==> config.mk <==
export PLATFORM = sky130hd
export DESIGN_NAME = sidiv_prep
export DESIGN_NICKNAME = d
export VERILOG_FILES = /design/src/design/sidiv_pkg.sv /design/src/design/sidiv_prep.sv
export SDC_FILE = /design/constraint.sdc
export NUM_CORES = 1
export LEC_CHECK = 0
export BUFFER_PORTS_ARGS = -buffer_cell sky130_fd_sc_hd__clkbuf_2
export CORE_ASPECT_RATIO = 2
export CORE_MARGIN = 1.5
export CORE_UTILIZATION = 30
export DETAILED_ROUTE_END_ITERATION = 12
export GPL_ROUTABILITY_DRIVEN = 1
export SKIP_LAST_GASP = 1
export SLEW_MARGIN = 0
export SYNTH_ARGS = -nofsm -noshare
export SYNTH_HDL_FRONTEND = slang
export SYNTH_SLANG_ARGS = --single-unit
==> constraint.sdc <==
create_clock -name clk_i -period 1.1 [get_ports clk_i]
set_input_delay 0.275 -clock clk_i [delete_from_list [all_inputs] [get_ports clk_i]]
set_output_delay 0.275 -clock clk_i [all_outputs]
set_load 0.1 [all_outputs]
==> src/design/sidiv_pkg.sv <==
// Shared width, constants and pipeline stage payload type for the signed divider.
package sidiv_pkg;

  // Operand and quotient width
  localparam int unsigned DataWidth = 32;

  // Largest positive quotient, used when the result overflows
  localparam logic [DataWidth-1:0] MaxPos = {1'b0, {(DataWidth-1){1'b1}}};

  // Payload carried from cell to cell along the divider chain
  typedef struct packed {
    logic [DataWidth-1:0] rem;   // partial remainder
    logic [DataWidth-1:0] nq;    // dividend bits still to use, quotient bits shifted in
    logic [DataWidth-1:0] dmag;  // divisor magnitude
    logic                 neg;   // quotient is negative
    logic                 dbz;   // divisor was zero
  } stage_t;

endpackage

==> src/design/sidiv_prep.sv <==
// Front stage: folds both operands to unsigned magnitudes and records the signs.
module sidiv_prep (
  input  logic                                clk_i,
  input  logic                                rst_ni,
  input  logic                                en_i,
  input  logic                                vld_i,
  input  logic signed [sidiv_pkg::DataWidth-1:0] numerator_i,
  input  logic signed [sidiv_pkg::DataWidth-1:0] denominator_i,
  output logic                                vld_o,
  output sidiv_pkg::stage_t                   stage_o
);

  logic              vld_q;
  sidiv_pkg::stage_t stage_d, stage_q;
  logic [sidiv_pkg::DataWidth-1:0] nmag, dmag;

  // Two's complement magnitudes; the most negative value maps to 2^(W-1) unsigned
  assign nmag = numerator_i[sidiv_pkg::DataWidth-1]
                ? (~numerator_i + 1'b1) : numerator_i;
  assign dmag = denominator_i[sidiv_pkg::DataWidth-1]
                ? (~denominator_i + 1'b1) : denominator_i;

  always_comb begin
    stage_d.rem  = '0;
    stage_d.nq   = nmag;
    stage_d.dmag = dmag;
    stage_d.neg  = numerator_i[sidiv_pkg::DataWidth-1]
                   ^ denominator_i[sidiv_pkg::DataWidth-1];
    stage_d.dbz  = (denominator_i == '0);
  end

  // Valid flag
  always_ff @(posedge clk_i or negedge rst_ni) begin
    if (!rst_ni) begin
      vld_q <= 1'b0;
    end else if (en_i) begin
      vld_q <= vld_i;
    end
  end

  // Payload
  always_ff @(posedge clk_i) begin
    if (en_i) begin
      stage_q <= stage_d;
    end
  end

  assign vld_o   = vld_q;
  assign stage_o = stage_q;

endmodule

==> metrics.yaml <==
reg2reg_slack_ns: 0.31
met1Wirelength_mm: 4.156
reg2reg_depth: 1
fin_skew_ns: 0
clkPwrFrac_pct: 25.0
drc: 0
setup_ws_ns: -0.6690
hold_depth: 1
drv_cap: 0
synthCells: 310
drt_iter0_markers: 94
dr_wl_met3_um: 664
utilization_pct: 63.94
die-height_um: 162.0
p_leak_nw: 3.282
yosysTopAreaCell: "edfxtp_1"
dr.pass1.iters: 4
core-area_um2: 12480
switching_share_pct: 39.81
hold_start: "numerator_i[0]"
syn_area_um2: 3792
routedWlPerCell_um: 17.68
crit_path_frequent_cell: "or3_4"
cp_max_fo: 3
clock-sinks: 67
layout-drive-gt1-share_pct: 63.75
internal_power_w: 0.006508
drv_slew: 0
setup_violations: 120
r2r_end: "vld_o"
regArea_um2: 2008
fmax_mhz: 565.3
synth_top_area_share_pct: 52.26
post-route-min-period_ns: 1.769
wl_mm: 12.94
diodes: 0
syn_to_final_growth_pct: 110.5
clock_latency_ns: 0.32
yosysSeqAreaShare_pct: 52.92
dieArea_um2: 13370
cp-start-kind: "input pin"
p_sw_w: 0.004304
r2r-start: "vld_o"
critical_path.max_stage_delay_ns: 0.40
whs_ns: 0.1865
cts_tree: "yes"
vias: 3571
syn_area_per_cell_um2: 12.23
hold_viol_final: 0
crit_chain: "buf_6 > or3_4 > or3_4 > buf_12 > buf_4 > o41ai_4 > xnor2_1"
grt_start_max_net_pins: 27
required_ns: 1.16
ioPinCount: 167
n_fill_cell: 890
synthDistinctLibCells: 40
die-width_um: 82.50
place_hpwl_mm: 9.388
slowest_stage: "or3_4"
endpoint_kind: "flip-flop"
clkTransAtPathRegs_ns: 0.06
ant_nets: 0
p_per_area_nw_per_um2: 1355
grt_pass1_wl_mm: 18.98
io_buffers: 134
period_share_pct: 160.8
path_class: "in2reg"
h-tree-depth: 3
p_comb_share_pct: 43.9
synth_warnings: 0
final_nets: 650
start_util_pct: 30.38
row_count: 58
seqPwrFrac_pct: 31.1
avgViaCountPerCell: 4.878
ir_drop_uv: 795.8
synth-seq-cells: 67
violations: "negative setup slack"
cts_root_buf: "clkbuf_16"
grt_remaining_overflow: 0
hold_path.class: "in2reg"
multiInputGateArea_um2: 2451
status: "complete, but fails checks"
clk_path_buf_depth: 2
ys_top_cells_by_area: "edfxtp_1, xnor2_1, buf_4, o31ai_1, o41ai_1"
grt_pass1_vias: 3762
met2_length_mm: 7.672
grt_util_all_layers_pct: 19.18
gp_congestion: 0.8504
antenna_found_initial: 0
rsz0062_at_grt: "true"
cts_made_buffers: 9
pre_cts_ws_ns: -1.072
hold_end: "stage_o[34]"
cp.arrival_ns: 1.83
top_layer: "met4"
[sequential cells by signal, indices dropped and copies added, names as in the netlist]
register	flops
vld_o	1
stage_o	66
[timing repair]
| item | in CTS | in global routing |
|---|---|---|
| endpoints found under the setup margin | 122 | 123 |
| setup buffers | 18 | 11 |
| pin swaps | 50 | 43 |
| hold buffers | 1 | 0 |
| endpoints found under the hold margin | 1 | 0 |
| resized for setup | 112 | 54 |
[synth_stat cells]
library cell,instances
a21boi_0,1
nand2b_1,5
nand2_1,18
buf_1,1
or4_4,1
nand2_2,1
ha_1,4
conb_1,1
nor2b_1,2
mux2_2,1
nor2_1,7
or3b_2,1
or3_1,6
o41ai_1,13
dfrtp_1,1
nand3b_1,2
o41ai_2,3
o31ai_1,16
nor4_1,3
or4_1,3
and3_1,1
buf_6,2
inv_1,5
nand4bb_1,1
or4b_4,1
nor4b_1,2
o21ai_0,14
nor4_4,1
clkbuf_1,6
nand4_1,7
nand4b_1,3
and4b_1,1
xnor2_1,57
nor4_2,4
nand3_1,4
edfxtp_1,66
or2_2,2
nor3_1,9
xor2_1,2
buf_4,32
[power groups by stage]
| stage | sequential, W | combinational (W) | clock, W |
|---|---|---|---|
| 6_report | 0.00336 | 0.00475 | 0.00270 |
| 4_1_cts | 0.00337 | 0.00467 | 0.00276 |
| 3_5_place_dp | 0.00342 | 0.00445 | 0 |
| 3_3_place_gp | 0.00340 | 0.00441 | 0 |
| 5_1_grt | 0.00338 | 0.00489 | 0.00286 |
| 2_1_floorplan | 0.00513 | 0.000963 | 0 |
[critical path, delay by kind of cell]
family / cells / cell delay [ns]
XOR/XNOR: 1 / 0.14
buffers and inverters: 3 / 0.37
AND/OR/NAND/NOR: 2 / 0.78
AO/OA/AOI/OAI: 1 / 0.26
[per-stage QoR]
| step | TNS, ns | total power (W) | area [um2] | std cells |
|---|---|---|---|---|
| 2_1_floorplan | -30.44 | 0.006096 | 4106 | 341 |
| 3_3_place_gp | -37.09 | 0.007815 | 6584 | 695 |
| 3_5_place_dp | -39.29 | 0.007871 | 6584 | 695 |
| 4_1_cts | -25.11 | 0.01080 | 7707 | 727 |
| 5_1_grt | -28.59 | 0.01113 | 7981 | 732 |
| 6_report | -24.61 | 0.01081 | 7981 | 732 |
[kinds of logic (layout without fill, tap and decap cells)]
kind of cell	after synthesis	after routing	synth area share, %
AO/OA/AOI/OAI	47	47	9.502
XOR/XNOR	59	59	13.63
adder cells (fa/ha/maj)	4	4	1.320
buffers and inverters	46	287	8.116
flip-flops	67	67	52.92
multiplexers	1	1	0.2969
other	1	32	0.09888
AND/OR/NAND/NOR	85	85	14.12
[routing by layer]
layer / track usage (%) / up-vias
li1: - / 1658
met1: 18.65 / 1725
met2: 37.29 / 158
met3: 2.809 / 30
met4: 8.712 / 0
met5: 0 / -
[layout by cell type, fill, tap and decap left out, types with 9 or more instances in the layout]
cell / instances
edfxtp_1: 66
clkbuf_16: 10
clkbuf_2: 55
o21ai_2: 9
nand2_1: 10
xnor2_1: 54
conb_1: 32
buf_4: 90
o41ai_4: 16
o31ai_4: 15
buf_6: 37
buf_12: 77
[area by class of cell]
type                    instances  area share, %
flip-flops and latches         67          25.16
inverters                       5         0.4860
clock buffers                  10          2.869
multi-input cells             228          30.71
well taps                     150          2.351
clock inverters                 5         0.5644
repair buffers                267          37.86
[how the worst max path moves through the flow]
stage | startpoint | endpoint | slack, ns
floorplan | denominator_i[15] | stage_o[0] | -0.89
global placement | numerator_i[17] | stage_o[60] | -1.02
detailed placement | numerator_i[17] | stage_o[60] | -1.07
CTS | numerator_i[17] | stage_o[59] | -0.65
global route | denominator_i[15] | stage_o[28] | -0.72
finish | denominator_i[15] | stage_o[28] | -0.67
No activity file was read; power rests on OpenSTA's default activity.
